<file path="config.mk">
export PLATFORM = sky130hd
export DESIGN_NAME = bn_ram
export DESIGN_NICKNAME = d
export VERILOG_FILES = /design/src/bn_ram.sv
export SDC_FILE = /design/constraint.sdc
export NUM_CORES = 1
export LEC_CHECK = 0
export BUFFER_PORTS_ARGS = -buffer_cell sky130_fd_sc_hd__buf_4
export CAP_MARGIN = 10
export CORE_UTILIZATION = 55
export DETAILED_ROUTE_END_ITERATION = 8
export GPL_TIMING_DRIVEN = 0
export PLACE_DENSITY = 0.85
export SYNTH_ARGS = -nofsm -noshare
export SYNTH_HDL_FRONTEND = slang
export SYNTH_SLANG_ARGS = --single-unit
</file>
<file path="constraint.sdc">
create_clock -name clk -period 2.1 [get_ports clk]
set_clock_uncertainty 0.2 [all_clocks]
set_input_delay 0 -clock clk [delete_from_list [all_inputs] [get_ports clk]]
set_output_delay 0 -clock clk [all_outputs]
set_load 0.01 [all_outputs]
</file>
<file path="src/bn_ram.sv">
// ----------------------------------------------------------------------------
// bn_ram
// Generic single-write, single-read RAM with registered read data.
// ----------------------------------------------------------------------------
module bn_ram #(
	parameter int W     = 8,
	parameter int DEPTH = 16,
	localparam int AW   = (DEPTH > 1) ? $clog2(DEPTH) : 1
) (
	input  logic          clk,
	input  logic          we,
	input  logic [AW-1:0] waddr,
	input  logic [W-1:0]  wdata,
	input  logic          re,
	input  logic [AW-1:0] raddr,
	output logic [W-1:0]  rdata
);

	logic [W-1:0] mem [DEPTH];

	always_ff @(posedge clk) begin
		if (we) begin
			mem[waddr] <= wdata;
		end
		if (re) begin
			rdata <= mem[raddr];
		end
	end

endmodule

</file>
# Yosys cells after proc, flatten, opt, wreduce, memory -nomap -nowiden
# Memory sizes are Yosys's and may differ from the RTL's. A register that Yosys moved wholly into a read port is not among the register bits.
# Index checks and enable logic that the tools add are counted.
[classes]
shift = 0
n_div = 0
n_mul = 0
reduce_logical = 0
n_lt_le_gt_ge = 0
add_sub_neg = 0
n_eq_ne = 0
n_bitwise = 0
muxes = 2
[ops]
columns = ["operator", "n"]
rows = [
  ["$mux 1", 2],
]
[word_totals]
ramBits = 128
regBits = 0
romBits = 0
out_inout_bits = 8
latch_bits = 0
n_memories = 1
[mem_list]
columns = ["name", "words", "word_bits", "rd", "rd_ports_with_merged_regs", "write_ports", "line", "rtl"]
rows = [
  ["mem", 16, 8, 1, 1, 1, "19", "logic [W-1:0] mem [DEPTH];"],
]

# Logic depth before layout (Yosys ltp)
[logic_depth]
depth_word = 2
mapped_depth = 5
depth_no_buf = 3

# Worst setup path before layout
# OpenSTA, ideal clock, no wires.
[synth_path]
path_kind = "input-to-reg"
startpoint = "input waddr[2]"
endpoint = "memory mem[0][0], enable pin"
path_slack_ps = 407
required_ps = 1517
n_path_buf = 0
cell_stages = 2
t_arrival_ps = 1110
path_cell_list = "or3b_2 -> nor3_1"
[synth_lines]
columns = ["item", "line", "rtl"]
rows = [
  ["start, declared", "12", "input logic [AW-1:0] waddr,"],
  ["end, declared", "19", ""],
]
# Straight into the memory's write port.

# Worst setup path after layout
[layout_path]
startpoint = "input waddr[2]"
endpoint = "memory mem[0][6], enable pin"
# Straight into the memory's write port.

==> results.json <==
{
  "outcome": "completed",
  "peakVddDrop_mv": 0.728,
  "postRouteAntennaNets": 0,
  "cts_tree": "yes",
  "cts.sinks": 136,
  "final_cell_mix": "136 x edfxtp_1, 26 x buf_4, 21 x dlygate4sd3_1, 18 x mux4_2",
  "finalSetupTns_ns": 0,
  "syn2layout_area_growth_pct": 22.4,
  "die_x_microns": 99.5,
  "cp.arrival_ns": 2.09,
  "drt_first_pass_iters": 5,
  "ys_warn_count": 0,
  "vias_per_cell": 5.92,
  "rsz0062_at_grt": "no",
  "place_ws_ns": -0.200,
  "die-area_sq_mm": 0.00990,
  "cp.required_ns": 2.13,
  "gp_congestion": 0.708,
  "maxCapViolations": 0,
  "crit_path_max_fanout": 5,
  "rrSetupSlack_ns": 0.29,
  "syn_area_sq_mm": 0.00523,
  "ctsResizeCount": 0,
  "leakage_nw": 2.15,
  "place_hpwl_mm": 6.08,
  "synth_nets": 248,
  "cts_buffers": 17,
  "route.detailed.drc": 0,
  "core_sq_mm": 0.00924,
  "routed_wl_mm": 10.6,
  "drv_slew": 0,
  "cp-end-kind": "flop",
  "grt_pass1_vias": 2566,
  "fin_crit_sh_pct": 98.0,
  "worstMarginPinSlew_ns": 1.15,
  "wl_per_cell_microns": 24.2,
  "clkTransAtPathRegs_ns": 0.06,
  "syn_avg_cell_area_sq_um": 22.8,
  "h-tree-depth": 4,
  "fin_util_pct": 69.3,
  "cts_root_buf": "clkbuf_8",
  "grt_max_degree": 17,
  "initial_core_util_pct": 56.6,
  "start_kind": "input pin",
  "gr-total-overflow": 0,
  "post-cts-setup-buffers": 0,
  "crit_path_top_delay_cell": "dlygate4sd3_1",
  "nNetsFinal": 316,
  "fmax_mhz": 486,
  "vias": 2597,
  "fin_crit_ns": 2.06,
  "antenna_found_initial": 0,
  "max_stage_delay_ns": 0.56,
  "ys_ff_latch": 136,
  "relSlewSlack_pct": 22.8,
  "portBuffers": 25,
  "fp-row-count": 35,
  "antenna_cells": 0,
  "clk_latency_ns": 0.53,
  "io_pins": 27,
  "yosysSeqAreaShare_pct": 78.1,
  "fin_hold_ws_ns": 0.114,
  "crit_type": "input pin to flop",
  "track_usage_pct": 23.9,
  "setup_viol": 0,
  "fin_total_pwr_mw": 6.39,
  "hold_class": "input pin to flop",
  "crit_chain": "buf_4 -> dlygate4sd3_1 -> or3b_2 -> nor3_1 -> buf_2",
  "clk_path_buf_depth": 2,
  "drt_iter0_markers": 394,
  "crit_buf_inv": 3,
  "ys_types": 18,
  "n_fill_cell": 532,
  "final_common_cell": "edfxtp_1",
  "crit_family": "simple AND/OR/NAND/NOR gates",
  "grt_first_pass_wirelength_mm": 15.8,
  "drive_above_1_share_pct": 27.7,
  "power-per-cell-area_mw_per_mm2": 999,
  "hold_viol_final": 0,
  "die_h_microns": 99.5,
  "fin_ws_ns": 0.0427,
  "synthCells": 229
}
[Yosys cell counts]
cell type,count,area share [%]
buf_6,3,0.65
nand3b_1,2,0.29
nor2_1,13,0.93
mux4_1,14,7.0
nor2b_1,1,0.12
buf_4,1,0.14
a22oi_1,16,2.3
buf_2,3,0.29
nand3_1,1,0.096
and2_1,1,0.12
mux4_2,18,7.8
nand2_1,9,0.65
edfxtp_1,136,78
and2b_1,1,0.14
nand2b_1,2,0.24
clkdlybuf4s25_2,3,0.57
nor3_1,4,0.38
or3b_2,1,0.17
[state kept, by name, indices dropped and copies added (netlist names)]
name   cells
mem      128
rdata      8
[stage by stage]
| step | instance area [sq um] | instances |
|---|---|---|
| after floorplan | 5230 | 229 |
| after global placement | 5580 | 383 |
| after detailed placement | 5580 | 383 |
| after CTS | 6350 | 433 |
| after global routing | 6400 | 439 |
| final | 6400 | 439 |
[repair_timing]
| item | CTS | global route |
|---|---|---|
| hold buffers | 18 | 3 |
| setup endpoints to repair | 0 | 0 |
| hold endpoints to repair | 254 | 29 |
[per-layer routing]
layer  wire length (microns)  global-route usage [%]  part of all wire, %
met1                    4270                    33.3                   40
met2                    5330                    36.3                   50
met3                     837                    6.39                  7.9
met4                     176                    10.2                  1.7
met5                       0                       0                    0
[worst paths after layout]
path / start / endpoint / cells after the start
worst max-delay path: waddr[2] / mem[0][6] / 5
worst min-delay path: re / rdata[5] / 2
worst max register to register: mem[5][0] / rdata[0] / 3
worst min register to register: mem[8][5] / rdata[5] / 3
[cell type report]
| type | instances | area, sq um | area share, % |
|---|---|---|---|
| sequential | 136 | 4080 | 63.8 |
| multi-input combinational | 83 | 1060 | 16.5 |
| clock buffer | 17 | 414 | 6.47 |
| timing repair buffer | 49 | 413 | 6.45 |
| clock inverter | 15 | 184 | 2.87 |
| tap | 129 | 161 | 2.52 |
| buffer | 10 | 86.3 | 1.35 |
[power by group]
part | internal, mW | switching (mW)
logic | 0.160 | 0.182
registers | 3.06 | 0.0161
clock network | 1.90 | 1.07
[cell families after synthesis]
| logic type | Yosys count | synth area share (%) |
|---|---|---|
| compound gates | 16 | 2.30 |
| flops | 136 | 78.1 |
| mux | 32 | 14.8 |
| simple gates | 35 | 3.14 |
| buf+inv | 10 | 1.65 |
Power figures use the tool's default switching activity.
