--- src/bn_pkg.sv ---
// ----------------------------------------------------------------------------
// bn_pkg
// Shared constants, reset values and sideband type of the batch-norm pipeline.
// ----------------------------------------------------------------------------
package bn_pkg;

	localparam int CHANNELS_DEF = 64;

	localparam int XW    = 16;  // Q4.12 activation and parameter width
	localparam int VW    = 32;  // Q8.24 variance width
	localparam int PW    = 3 * XW + VW;  // one table row
	localparam int RTW   = 25;  // square root width
	localparam int QW    = 17;  // quotient bits kept before saturation

	localparam logic [XW-1:0] SCALE_RST = 16'd4096;
	localparam logic [XW-1:0] SHIFT_RST = 16'd0;
	localparam logic [XW-1:0] MEAN_RST  = 16'd0;
	localparam logic [VW-1:0] VAR_RST   = 32'd16777216;
	localparam logic [6:0]    ACT_RST   = 7'd64;
	localparam logic [31:0]   EPS_RST   = 32'd168;

	localparam logic KIND_LOAD   = 1'b0;
	localparam logic KIND_SAMPLE = 1'b1;

	localparam logic CFG_ACTIVE  = 1'b0;
	localparam logic CFG_EPSILON = 1'b1;

	typedef struct packed {
		logic          err;
		logic          neg;
		logic          zero;
		logic [31:0]   mag;
		logic [XW-1:0] shift;
	} bn_side_t;

endpackage

--- src/bn_sqrt.sv ---
// ----------------------------------------------------------------------------
// bn_sqrt
// Pipelined integer square root of rad * 2^16, one result bit per stage.
// ----------------------------------------------------------------------------
module bn_sqrt
	import bn_pkg::*;
(
	input  logic           clk,
	input  logic           arst_n,
	input  logic           en,
	input  logic           in_valid,
	input  logic [32:0]    in_rad,
	input  bn_side_t       in_side,
	output logic           out_valid,
	output logic [RTW-1:0] out_root,
	output bn_side_t       out_side
);

	localparam int STEPS = RTW;
	localparam int RADW  = 2 * STEPS;
	localparam int REMW  = RTW + 3;

	logic            vld_s  [STEPS];
	logic [RADW-1:0] rad_s  [STEPS];
	logic [REMW-1:0] rem_s  [STEPS];
	logic [RTW-1:0]  root_s [STEPS];
	bn_side_t        side_s [STEPS];

	for (genvar k = 0; k < STEPS; k++) begin : g_step
		logic            vld_i;
		logic [RADW-1:0] rad_i;
		logic [REMW-1:0] rem_i;
		logic [RTW-1:0]  root_i;
		bn_side_t        side_i;
		logic [REMW-1:0] rem_n;
		logic [REMW-1:0] trial;

		if (k == 0) begin : g_head
			assign vld_i  = in_valid;
			assign rad_i  = {1'b0, in_rad, 16'b0};
			assign rem_i  = '0;
			assign root_i = '0;
			assign side_i = in_side;
		end else begin : g_body
			assign vld_i  = vld_s[k-1];
			assign rad_i  = rad_s[k-1];
			assign rem_i  = rem_s[k-1];
			assign root_i = root_s[k-1];
			assign side_i = side_s[k-1];
		end

		// bring down the next two radicand bits
		assign rem_n = {rem_i[REMW-3:0], rad_i[RADW-1 -: 2]};
		assign trial = {1'b0, root_i, 2'b01};

		always_ff @(posedge clk or negedge arst_n) begin
			if (!arst_n) begin
				vld_s[k] <= 1'b0;
			end else if (en) begin
				vld_s[k] <= vld_i;
			end
		end

		always_ff @(posedge clk) begin
			if (en) begin
				rad_s[k]  <= {rad_i[RADW-3:0], 2'b00};
				side_s[k] <= side_i;
				if (rem_n >= trial) begin
					rem_s[k]  <= rem_n - trial;
					root_s[k] <= {root_i[RTW-2:0], 1'b1};
				end else begin
					rem_s[k]  <= rem_n;
					root_s[k] <= {root_i[RTW-2:0], 1'b0};
				end
			end
		end
	end

	assign out_valid = vld_s[STEPS-1];
	assign out_root  = root_s[STEPS-1];
	assign out_side  = side_s[STEPS-1];

endmodule

--- config.mk ---
export PLATFORM = sky130hd
export DESIGN_NAME = bn_sqrt
export DESIGN_NICKNAME = d
export VERILOG_FILES = /design/src/bn_pkg.sv /design/src/bn_sqrt.sv
export SDC_FILE = /design/constraint.sdc
export NUM_CORES = 2
export LEC_CHECK = 0
export BUFFER_PORTS_ARGS = -buffer_cell sky130_fd_sc_hd__clkbuf_2
export CAP_MARGIN = 10
export CORE_UTILIZATION = 64
export DETAILED_ROUTE_END_ITERATION = 12
export PLACE_DENSITY = 0.81
export RECOVER_POWER = 25
export SLEW_MARGIN = 20
export SYNTH_ARGS = -nofsm -noshare
export SYNTH_HDL_FRONTEND = slang
export SYNTH_SLANG_ARGS = --single-unit
--- constraint.sdc ---
create_clock -name clk -period 6.6 [get_ports clk]
set_clock_uncertainty 0.1 [all_clocks]
set_input_delay 0.33 -clock clk [delete_from_list [all_inputs] [get_ports clk]]
set_output_delay 0.33 -clock clk [all_outputs]
set_load 0.02 [all_outputs]
* Word level (Yosys, flattened, before mapping)
Memory sizes are Yosys's and may differ from the RTL's. Index checks and enable logic that the tools add are counted.
Operators by class: bitwise operators 50, mux-type cells 202, add/subtract/negate cells 25, $lt $le $gt $ge 25
Operators by type and width (count):
- $mux 28 | 25
- $ge 28x27->1 | 24
- $sub 28x27->28 | 24
- $mux 25 | 25
- $mux 1 | 152
- $or 1x1->1 | 50
- $sub 1x1->2 const B | 1
- $ge 1x1->1 const B | 1
Storage, ports and cells: memories 4, input port bits 88, RAM bits 3800, output and inout port bits 77, bits in registers 25, word-level logic and storage cells 331
Memories:
- side_s | depth 25, bits a word 51, read ports 25, clocked after Yosys merged registers in 0, write ports 25, RTL line bn_sqrt.sv:27 | bn_side_t side_s [STEPS];
- rad_s | depth 25, bits a word 48, read ports 24, clocked after Yosys merged registers in 0, write ports 25, RTL line bn_sqrt.sv:24 | logic [RADW-1:0] rad_s [STEPS];
- rem_s | depth 25, bits a word 28, read ports 24, clocked after Yosys merged registers in 0, write ports 25, RTL line bn_sqrt.sv:25 | logic [REMW-1:0] rem_s [STEPS];
- root_s | depth 25, bits a word 25, read ports 25, clocked after Yosys merged registers in 0, write ports 25, RTL line bn_sqrt.sv:26 | logic [RTW-1:0] root_s [STEPS];

* Depth between registers and ports, before layout
An unclocked memory read counts as a cell.
word-level depth 6, mapped depth 14, depth with buffers taken out 13

* Least setup slack after synthesis
No wires, ideal clock.
path type register to register, start point memory rem_s[2][168] (netlist bit), end point memory rem_s[2][214] (netlist bit), data pin, cell stages (with the launch flop) 14, clock period less this slack 3.614 ns, arrival 3.252 ns, path buffers 2, setup slack 2.986 ns, path through edfxtp_1 > ha_1 > fa_1 > a21o_1 > a21o_1 > a31oi_1 > o221ai_1 > a21oi_1 > o21bai_1 > o221ai_2 > and2_1 > buf_2 > buf_2 > mux2_1
RTL lines (RTL line):
- from (decl) | bn_sqrt.sv:25

==> results.json <==
{
  "power_density_mw_per_mm2": 351,
  "grt_pass1_wl_um": 274000,
  "cts-root-buf": "clkbuf_16",
  "port_buffers": 164,
  "layout-drive-gt1-share": 0.101,
  "antenna_cells": 0,
  "p_sw_mw": 9.57,
  "post-place-ws_ps": 2040,
  "core-area_mm2": 0.152,
  "final_util": 0.726,
  "syn_inst": 6118,
  "max_freq_ghz": 0.219,
  "rsz0062_at_grt": "no",
  "synthDistinctLibCells": 97,
  "synthMuxAreaShare": 0.0121,
  "drt-initial-drc-count": 4113,
  "layout.nets": 6977,
  "cts_resized": 0,
  "ios": 165,
  "final_max_slew_viol_count": 0,
  "yosys_warnings": 0,
  "first_global_vias": 50600,
  "clockBufferDepth": 3,
  "cts_tree": "done",
  "drt-total-wl_um": 174000,
  "hold_viol_final": 0,
  "cp-start-kind": "flip-flop",
  "ant_nets": 0,
  "cap_violations": 0,
  "syn-cell-area_mm2": 0.0980,
  "power_leakage_nw": 40.9,
  "cts_inserted_buffers": 231,
  "wl_per_cell_um": 19.8,
  "run_status": "complete, no violations",
  "synth_top_family_by_area": "simple AND/OR/NAND/NOR gates",
  "synth_edf_count": 2449,
  "switching_share": 0.247,
  "post-route-min-period_ps": 4560,
  "yosysSeqAreaShare": 0.757,
  "gp_congestion": 0.871,
  "async_flop_share": 0.0101,
  "synth-compound-area-share": 0.0609,
  "post_cts_buffers": 0,
  "slew_headroom": 0.145,
  "crit_type": "flip-flop to flip-flop",
  "die_height_um": 393,
  "antenna_found_initial": 5,
  "combPwrFrac": 0.127,
  "via_per_inst": 5.73,
  "synth-simple-area-share": 0.0657,
  "track_usage": 0.225,
  "post-route-period-util": 0.691,
  "start_util": 0.645,
  "synth_ff_type": "edfxtp_1",
  "cp.required_ps": 7050,
  "firstDrtPassIters": 8,
  "intPower_mw": 29.2,
  "grt_overflow_total": 0,
  "syn_avg_cell_area_um2": 16.0,
  "grt_max_degree": 188,
  "tightest_slew_ps": 1280,
  "synth_fa_ha_area_frac": 0.0443,
  "place_area_mm2": 0.101,
  "vias": 50200,
  "fillers": 9038,
  "clk_latency_ps": 890,
  "dp_hpwl_um": 105000,
  "setup_viol": 0,
  "timing.final.ws_setup_ps": 2040,
  "drcViolationCount": 0,
  "ir_worst_vdd_uv": 601,
  "synth_nets": 6549,
  "fin_tns_setup_ps": 0,
  "fp.dieW_um": 393,
  "fin_area_mm2": 0.110,
  "area_growth_pct": 12.5,
  "synth_xor_area_frac": 0.0403,
  "ys_seq_elements": 2475,
  "pwr-share-clk": 0.354,
  "clkTransAtPathRegs_ps": 70,
  "crit_arrival_ps": 5010,
  "clock_sinks": 2475,
  "htree_levels": 4,
  "min_path_type": "input pin to flip-flop",
  "crit_fanout": 23,
  "die_area_mm2": 0.155,
  "row_count": 143,
  "pwr-share-seq": 0.519,
  "endpoint_kind": "flip-flop"
}
## final timing paths
| path | startpoint | to | slack [ps] | cells past startpoint |
|---|---|---|---|---|
| max | rem_s[2][168] | rem_s[2][219] | 2040 | 11 |
| min | in_rad[27] | rad_s[0][43] | 60 | 2 |
| max reg2reg | rem_s[2][168] | rem_s[2][219] | 2040 | 11 |
| min reg2reg | side_s[1][82] | side_s[1][133] | 270 | 0 |
| max in group asynchronous | arst_n | g_step[15].vld_i | 5310 | 3 |
| min in group asynchronous | arst_n | g_step[22].vld_i | 320 | 3 |
## stage by stage
stage / power [mW] / hold slack [ps] / std cells
after floorplan: 23.7 / -65.6 / 6118
after global placement: 24.9 / 253 / 8254
after detailed placement: 25.2 / 264 / 8254
after CTS: 39.0 / 0.869 / 8773
after global routing: 40.4 / 22.9 / 8774
final: 38.8 / 56.1 / 8774
## cell usage after synthesis (all sizes together) (83+ instances only)
cell type / instances / area (um2)
mux2: 95 / 1070
nor2: 288 / 1080
ha: 336 / 4200
inv: 407 / 1530
o21ai: 288 / 1440
a21o: 133 / 998
edfxtp: 2449 / 73500
xnor2: 213 / 1870
clkbuf: 84 / 315
nand3: 83 / 425
nand2: 327 / 1230
nor3: 123 / 626
a21oi: 266 / 1330
xor2: 238 / 2080
## final cells by class
class	instances	area, um2	share of cell area
tap	2030	2540	0.0230
multi-input combinational	3133	21900	0.199
timing repair buffer	298	2150	0.0195
clock buffer	262	5920	0.0537
inverter	407	1530	0.0138
clock inverter	169	2060	0.0187
sequential	2475	74200	0.673
## placed cells by master (no fill, tap or decap), types with 32 or more instances in the layout
master / instances
a21o_1: 133
a21oi_1: 265
and2_1: 32
buf_4: 37
bufinv_16: 34
clkbuf_1: 43
clkbuf_16: 232
clkbuf_2: 150
clkinv_1: 46
clkinv_2: 42
dlygate4sd3_1: 87
edfxtp_1: 2449
ha_1: 336
inv_1: 405
mux2_2: 71
nand2_1: 327
nand2b_1: 72
nand3_1: 81
nand4_1: 35
nor2_1: 287
nor2b_1: 45
nor3_1: 120
nor4_1: 59
o21a_1: 63
o21ai_0: 270
o21bai_1: 33
or3_1: 50
xnor2_1: 213
xor2_1: 238
## critical path: stages (launching register included)
cell and delay (ps):
edfxtp_1 470, ha_1 270, fa_1 410, a21o_1 180
a21o_1 200, a31oi_1 310, o221ai_1 280, a21oi_1 270
o21bai_1 140, o221ai_2 400, and2_1 860, mux2_1 380
## logic make-up after synthesis
| family | Yosys count |
|---|---|
| AOI/OAI and AO/OA | 962 |
| xor gates and xnor gates | 451 |
| buffers and inverters | 510 |
| and+or+nand+nor | 1270 |
| adders and majority gates | 343 |
| muxes | 107 |
| DFF | 2475 |
## what timing repair did
item,4_1_cts,5_1_grt
hold endpoints to repair,194,0
setup endpoints to repair,0,0
hold buffers,88,0
## flip-flops by register name (all words and copies together) (netlist names)
signal / count
rem_s: 578
root_s: 325
out_valid: 1
g_step.vld_i: 24
side_s: 1275
rad_s: 272
## power by group through the flow
stage | clock network (mW) | logic (mW) | registers (mW)
after global placement | 0 | 4.61 | 20.3
after detailed placement | 0 | 4.78 | 20.4
after CTS | 14.0 | 4.91 | 20.1
after global routing | 14.6 | 5.49 | 20.3
after floorplan | 0 | 3.64 | 20.1
final | 13.7 | 4.93 | 20.1
## layer usage
metal / vias up / share of wire / global-route usage
li1: 23900 / - / -
met1: 24500 / 0.40 / 0.282
met2: 1509 / 0.52 / 0.398
met3: 422 / 0.046 / 0.0339
met4: 0 / 0.035 / 0.0819
met5: - / 0 / 0
Power figures use the tool's default switching activity.
