--- config.mk ---
export PLATFORM = sky130hd
export DESIGN_NAME = bn_div
export DESIGN_NICKNAME = d
export VERILOG_FILES = /design/src/bn_pkg.sv /design/src/bn_div.sv
export SDC_FILE = /design/constraint.sdc
export NUM_CORES = 2
export LEC_CHECK = 0
export BUFFER_PORTS_ARGS = -buffer_cell sky130_fd_sc_hd__buf_2
export CAP_MARGIN = 20
export CORE_ASPECT_RATIO = 1.75
export CORE_UTILIZATION = 68
export DETAILED_ROUTE_END_ITERATION = 6
export PLACE_DENSITY = 0.95
export SLEW_MARGIN = 10
export SYNTH_ARGS = -nofsm -noshare
export SYNTH_HDL_FRONTEND = slang
export SYNTH_SLANG_ARGS = --single-unit
--- constraint.sdc ---
create_clock -name clk -period 5.6 [get_ports clk]
set_input_delay 0.28 -clock clk [delete_from_list [all_inputs] [get_ports clk]]
set_output_delay 0.28 -clock clk [all_outputs]
set_load 0.02 [all_outputs]
--- src/bn_pkg.sv ---
// ----------------------------------------------------------------------------
// bn_pkg
// Shared constants, reset values and sideband type of the batch-norm pipeline.
// ----------------------------------------------------------------------------
package bn_pkg;

	localparam int CHANNELS_DEF = 64;

	localparam int XW    = 16;  // Q4.12 activation and parameter width
	localparam int VW    = 32;  // Q8.24 variance width
	localparam int PW    = 3 * XW + VW;  // one table row
	localparam int RTW   = 25;  // square root width
	localparam int QW    = 17;  // quotient bits kept before saturation

	localparam logic [XW-1:0] SCALE_RST = 16'd4096;
	localparam logic [XW-1:0] SHIFT_RST = 16'd0;
	localparam logic [XW-1:0] MEAN_RST  = 16'd0;
	localparam logic [VW-1:0] VAR_RST   = 32'd16777216;
	localparam logic [6:0]    ACT_RST   = 7'd64;
	localparam logic [31:0]   EPS_RST   = 32'd168;

	localparam logic KIND_LOAD   = 1'b0;
	localparam logic KIND_SAMPLE = 1'b1;

	localparam logic CFG_ACTIVE  = 1'b0;
	localparam logic CFG_EPSILON = 1'b1;

	typedef struct packed {
		logic          err;
		logic          neg;
		logic          zero;
		logic [31:0]   mag;
		logic [XW-1:0] shift;
	} bn_side_t;

endpackage

--- src/bn_div.sv ---
// ----------------------------------------------------------------------------
// bn_div
// Pipelined rounded division (mag * 2^8 + root / 2) / root, one quotient bit
// per stage, with an overflow flag when the quotient needs more than 17 bits.
// ----------------------------------------------------------------------------
module bn_div
	import bn_pkg::*;
(
	input  logic           clk,
	input  logic           arst_n,
	input  logic           en,
	input  logic           in_valid,
	input  logic [RTW-1:0] in_root,
	input  bn_side_t       in_side,
	output logic           out_valid,
	output logic [QW-1:0]  out_q,
	output logic           out_ovf,
	output bn_side_t       out_side
);

	localparam int NW = 42;

	logic           vld_s1, vld_s2;
	logic [NW-1:0]  num_s1, num_s2;
	logic [RTW-1:0] den_s1, den_s2;
	bn_side_t       side_s1, side_s2;
	logic           ovf_s2;

	always_ff @(posedge clk or negedge arst_n) begin
		if (!arst_n) begin
			vld_s1 <= 1'b0;
			vld_s2 <= 1'b0;
		end else if (en) begin
			vld_s1 <= in_valid;
			vld_s2 <= vld_s1;
		end
	end

	always_ff @(posedge clk) begin
		if (en) begin
			num_s1  <= {2'b0, in_side.mag, 8'b0} + NW'(in_root >> 1);
			den_s1  <= in_root;
			side_s1 <= in_side;
			num_s2  <= num_s1;
			den_s2  <= den_s1;
			side_s2 <= side_s1;
			ovf_s2  <= num_s1 >= {den_s1, 17'b0};
		end
	end

	logic            vld_s  [QW];
	logic [NW-1:0]   rem_s  [QW];
	logic [QW-1:0]   q_s    [QW];
	logic [RTW-1:0]  den_s  [QW];
	logic            ovf_s  [QW];
	bn_side_t        side_s [QW];

	for (genvar k = 0; k < QW; k++) begin : g_step
		logic           vld_i;
		logic [NW-1:0]  rem_i;
		logic [QW-1:0]  q_i;
		logic [RTW-1:0] den_i;
		logic           ovf_i;
		bn_side_t       side_i;
		logic [NW-1:0]  dsh;

		if (k == 0) begin : g_head
			assign vld_i  = vld_s2;
			assign rem_i  = num_s2;
			assign q_i    = '0;
			assign den_i  = den_s2;
			assign ovf_i  = ovf_s2;
			assign side_i = side_s2;
		end else begin : g_body
			assign vld_i  = vld_s[k-1];
			assign rem_i  = rem_s[k-1];
			assign q_i    = q_s[k-1];
			assign den_i  = den_s[k-1];
			assign ovf_i  = ovf_s[k-1];
			assign side_i = side_s[k-1];
		end

		assign dsh = NW'(den_i) << (QW - 1 - k);

		always_ff @(posedge clk or negedge arst_n) begin
			if (!arst_n) begin
				vld_s[k] <= 1'b0;
			end else if (en) begin
				vld_s[k] <= vld_i;
			end
		end

		always_ff @(posedge clk) begin
			if (en) begin
				den_s[k]  <= den_i;
				ovf_s[k]  <= ovf_i;
				side_s[k] <= side_i;
				if (rem_i >= dsh) begin
					rem_s[k] <= rem_i - dsh;
					q_s[k]   <= {q_i[QW-2:0], 1'b1};
				end else begin
					rem_s[k] <= rem_i;
					q_s[k]   <= {q_i[QW-2:0], 1'b0};
				end
			end
		end
	end

	assign out_valid = vld_s[QW-1];
	assign out_q     = q_s[QW-1];
	assign out_ovf   = ovf_s[QW-1];
	assign out_side  = side_s[QW-1];

endmodule

======== Yosys cells after proc, flatten, opt, wreduce, memory -nomap -nowiden ========
Memory sizes are Yosys's and may differ from the RTL's.
Cells that the tools add are included.
word-level totals
  RAM bits ................................ 2312
  memories ................................ 5
  word-level logic and storage cells ...... 247
  bits of input ports ..................... 80
  output and inout bits ................... 70
  register bits after elaboration ......... 256
memory list
  memory  words  bits a word  read ports  clocked after memory_dff  wr ports  line          source
  side_s  17     51           17          0                         17        bn_div.sv:56  bn_side_t side_s [QW];
  rem_s   17     42           16          0                         17        bn_div.sv:52  logic [NW-1:0] rem_s [QW];
  den_s   17     25           16          0                         17        bn_div.sv:54  logic [RTW-1:0] den_s [QW];
  q_s     17     17           17          0                         17        bn_div.sv:53  logic [QW-1:0] q_s [QW];
  ovf_s   17     1            17          0                         17        bn_div.sv:55  logic ovf_s [QW];
operators by class
  order comparisons ....................... 18
  $add $sub $neg .......................... 18
  muxes and demuxes ....................... 138
  bitwise logic cells ..................... 34
operators by type and width
  kind                                          number
  2-to-1 mux 42 bit                             17
  2-to-1 mux 17 bit                             17
  2-to-1 mux 1 bit                              104
  greater-or-equal comparator 42 x 25 -> 1 bit  1
  greater-or-equal comparator 42 x 26 -> 1 bit  1
  greater-or-equal comparator 42 x 27 -> 1 bit  1
  greater-or-equal comparator 42 x 28 -> 1 bit  1
  greater-or-equal comparator 42 x 29 -> 1 bit  1
  greater-or-equal comparator 42 x 30 -> 1 bit  1
  greater-or-equal comparator 42 x 31 -> 1 bit  1
  greater-or-equal comparator 42 x 32 -> 1 bit  1
  greater-or-equal comparator 42 x 33 -> 1 bit  1
  greater-or-equal comparator 42 x 34 -> 1 bit  1
  greater-or-equal comparator 42 x 35 -> 1 bit  1
  greater-or-equal comparator 42 x 36 -> 1 bit  1
  greater-or-equal comparator 42 x 37 -> 1 bit  1
  greater-or-equal comparator 42 x 38 -> 1 bit  1
  greater-or-equal comparator 42 x 39 -> 1 bit  1
  greater-or-equal comparator 42 x 40 -> 1 bit  1
  greater-or-equal comparator 42 x 41 -> 1 bit  1
  greater-or-equal comparator 42 bit            1
  subtractor 42 x 25 -> 42 bit                  1
  subtractor 42 x 26 -> 42 bit                  1
  subtractor 42 x 27 -> 42 bit                  1
  16 further kinds                              49

======== Depth between registers and ports, before layout ========
An unclocked memory read counts as a cell.
  depth after elaboration ................. 6
  depth in mapped cells ................... 15
  gate-level depth less buffers ........... 13

======== Worst setup path before layout ========
OpenSTA, ideal clock, no wires.
  path type ............................... register to register
  start ................................... memory rem_s[3][12]
  end ..................................... memory rem_s[4][13] (data pin)
  clock period less this slack ............ 3.366 ns
  setup time .............................. 0.260 ns
  path slack .............................. 2.234 ns
  required time ........................... 5.340 ns
  stages on the path, launching flop included .. 13
  buffers on the path ..................... 1
  arrival ................................. 3.107 ns
  path through ............................ edfxtp_1 inv_1 ha_1 inv_1 fa_1 a21o_1 a221o_1 a31oi_1 o2111a_1 o31ai_1 a211oi_2 buf_2 mux2_2
RTL lines
  item                line
  start: declaration  bn_div.sv:52

==> results.py <==
metrics = {
    "global_routing": {
        "grt_use_met1": 0.257,
        "antenna_found_initial": 6,
        "met2_usage": 0.608,
        "globalRoute.busiestLayer": "met2",
        "grt_pass1_vias": 65042,
        "use_met3": 0.0572,
        "grtUsageTotal": 0.322,
        "grt_max_degree": 202,
        "grt_overflow_total": 0,
        "grt_pass1_wl_um": 362000,
    },
    "setup_path": {
        "path_buf_inv": 3,
        "max_stage_delay_ps": 580,
        "path_class": "reg2reg",
        "end_kind": "flip-flop",
        "cp-start-kind": "flip-flop",
        "crit_path_max_fanout": 42,
        "cp_common_cell": "inv_1",
        "slowest_stage": "a31oi_1",
        "path_cells": "inv_1 -> ha_1 -> inv_1 -> fa_1 -> a21o_1 -> a221o_1 -> a31oi_1 -> o2111a_1 -> o31ai_1 -> a211oi_4 -> buf_4 -> mux2_2",
        "path_delay_family": "compound AO/OA/AOI/OAI gates",
        "cp.required_ps": 6190,
        "worstPathArrival_ps": 5180,
    },
    "pwr": {
        "vdd_drop_max_mv": 0.395,
        "p_seq_frac": 0.454,
        "p_sw_frac": 0.320,
        "combPwrFrac": 0.281,
        "internal_power_mw": 36.4,
        "pwr-share-clk": 0.265,
        "p_leak_nw": 42.4,
        "power.density_nw_per_um2": 472,
        "power_switching_mw": 17.2,
    },
    "place": {
        "port_buffers": 149,
        "globalplace.congestion": 1.04,
        "dp_hpwl_um": 164000,
        "pre_cts_ws_ps": 1170,
    },
    "sta": {
        "fin_skew_ps": 56.2,
        "fmax_ghz": 0.218,
        "relSlewSlack": 0.0680,
        "tightest_slew_ps": 1390,
        "maxSlewViolCount": 0,
        "rsz0062_at_grt": "no",
        "min_period_ps": 4590,
        "setup_slack_ps": 1010,
        "hold_violations": 0,
        "fin_tns_setup_ps": 0,
        "period_share": 0.819,
        "setup_viol": 0,
    },
    "yosys": {
        "ys_seq_elements": 2347,
        "synthTopCellsByArea": "edfxtp_1 (68%), ha_1 (5.7%), xnor2_1 (2.3%)",
        "async_reset_ff_frac": 0.00810,
        "synth.most_common_cell": "edfxtp_1",
        "syn-num-nets": 7937,
        "syn_area_per_cell_um2": 13.9,
        "synth_top_area_cell": "edfxtp_1",
        "synth-main-ff-cell": "edfxtp_1",
        "yosys_warnings": 0,
        "synthTopCellsByCount": "edfxtp_1 (2,327), inv_1 (564), nand2_1 (558), ha_1 (465), o21ai_0 (463)",
        "synth_cell_types": 101,
        "synth-seq-area-share": 0.686,
        "synth_top_area_frac": 0.681,
        "syn_inst": 7375,
        "synth_edf_count": 2327,
        "synthesis.area_um2": 103000,
    },
    "clocking": {
        "clkLatencyLatePin_ps": 880,
        "clk_pin_slew_worst_paths_ps": 70,
        "cts-resized-gates": 0,
        "ctsHoldBuffers": 80,
        "cts_buffers": 196,
        "cts.htree.levels": 4,
        "cts_tree": "built",
        "clk_path_buf_depth": 3,
        "root_buffer": "clkbuf_16",
        "post_cts.repair.setup_buffers": 0,
        "clock-sinks": 2347,
    },
    "floorplan": {
        "coreArea_um2": 150000,
        "die_h_um": 516,
        "start_util": 0.684,
        "io_pins": 150,
        "die_w_um": 296,
        "dieArea_um2": 152000,
        "rows": 188,
    },
    "routing": {
        "viasPerCell": 6.29,
        "via_count": 62174,
        "drt-total-wl_um": 242000,
        "drtIter0Drc": 5095,
        "drtPass1Iterations": 6,
        "routedWlPerCell_um": 24.5,
        "ant_nets": 0,
        "drc": 0,
    },
    "run": {
        "maxCapViolCount": 0,
    },
    "status": {
        "status": "finished, final reports clean",
    },
    "layout": {
        "final_core_util": 0.757,
        "nNetsFinal": 8282,
        "synthToLayoutAreaGrowth_pct": 10.6,
        "fillCellCount": 8376,
        "drive_gt1_frac": 0.0824,
    },
    "worst_hold_path": {
        "hold_path_class": "in2reg",
    },
}
## path summary, 6_finish.rpt
check                      cells past startpoint                     endpoint  slack (ps)                      from
min in group asynchronous                      3  g_step[0].vld_i$_DFFE_PN0P_         610                    arst_n
setup reg to reg                              12       rem_s[4][13]$_DFFE_PP_        1010    rem_s[3][12]$_DFFE_PP_
hold reg to reg                                0     side_s[0][277]$_DFFE_PP_         400  side_s[0][226]$_DFFE_PP_
hold / removal                                 2          den_s1[4]$_DFFE_PP_         120                in_root[4]
setup / recovery                              12       rem_s[4][13]$_DFFE_PP_        1010    rem_s[3][12]$_DFFE_PP_
max in group asynchronous                      3  g_step[6].vld_i$_DFFE_PN0P_        4450                    arst_n
## cells in the final DEF (no fill, tap or decap), types with 80 or more instances in the layout
cell type	Yosys	layout
ha_1	465	465
a21o_1	204	204
nor3_1	87	86
a21oi_1	430	429
inv_1	564	564
nand3_1	107	107
nor2_1	365	364
nand4_1	82	82
buf_2	29	150
xnor2_1	266	266
xor2_1	213	213
edfxtp_1	2327	2327
nand2_1	558	558
o21ai_0	463	463
dlygate4sd3_1	0	80
clkbuf_16	0	197
## layout make-up
cell class / instances / area, um2 / share of cell area
clock buffers: 228 / 5050 / 0.0445
inverters: 565 / 2120 / 0.0187
clock inverters: 139 / 1650 / 0.0146
diodes: 3 / 7.51 / 0.0000662
well taps: 1995 / 2500 / 0.0220
flip-flops and latches: 2347 / 70400 / 0.620
multi-input cells: 4311 / 29500 / 0.260
repair buffers: 299 / 2220 / 0.0196
## registers in the layout, summed over array words and instances (netlist names), 17 cells and up
name	flops
num_s1	33
g_step.rem_i	33
ovf_s	17
q_s	153
side_s	867
den_s1	25
rem_s	672
den_s2	25
den_s	400
g_step.side_i	51
g_step.vld_i	17
side_s1	51
## stage by stage
step                      hold slack [ps]  power (mW)  cell area, um2  instances
after floorplan                     -15.6        34.4          103000       7375
after global placement                216        38.1          106000       9434
after detailed placement              244        38.9          106000       9436
after CTS                            76.2        53.2          113000       9883
after global routing                 92.8        55.8          113000       9885
final                                 125        53.6          113000       9887
## power by group through the flow
stage	clock network, mW	registers (mW)	logic (mW)
after floorplan	0	24.0	10.4
after global placement	0	24.4	13.8
after detailed placement	0	24.6	14.4
after CTS	14.3	24.2	14.7
after global routing	14.9	24.5	16.3
final	14.2	24.3	15.0
## per-layer routing
| metal | vias to the layer above | routed length (um) | share of wire |
|---|---|---|---|
| li1 | 28227 | - | - |
| met1 | 29787 | 67500 | 0.28 |
| met2 | 2941 | 133000 | 0.55 |
| met3 | 1219 | 11900 | 0.049 |
| met4 | 0 | 29900 | 0.12 |
| met5 | - | 0 | 0 |
## logic make-up (layout without fill, tap and decap cells)
kind of cell / Yosys count / count (layout) / synth area share
DFF: 2347 / 2347 / 0.686
other: 0 / 3 / 0
muxes: 76 / 76 / 0.00822
buffers and inverters: 717 / 1231 / 0.0267
adders and majority gates: 482 / 482 / 0.0601
AOI/OAI and AO/OA: 1609 / 1609 / 0.0985
and+or+nand+nor: 1665 / 1665 / 0.0793
xor gates and xnor gates: 479 / 479 / 0.0409
## worst reg2reg max path: stages, from the launching register on
cell and delay, ps:
edfxtp_1 410, inv_1 100, ha_1 200, inv_1 70, fa_1 420, a21o_1 240
a221o_1 410, a31oi_1 580, o2111a_1 320, o31ai_1 180, a211oi_4 510, buf_4 440
mux2_2 430
Power figures use the tool's default switching activity.
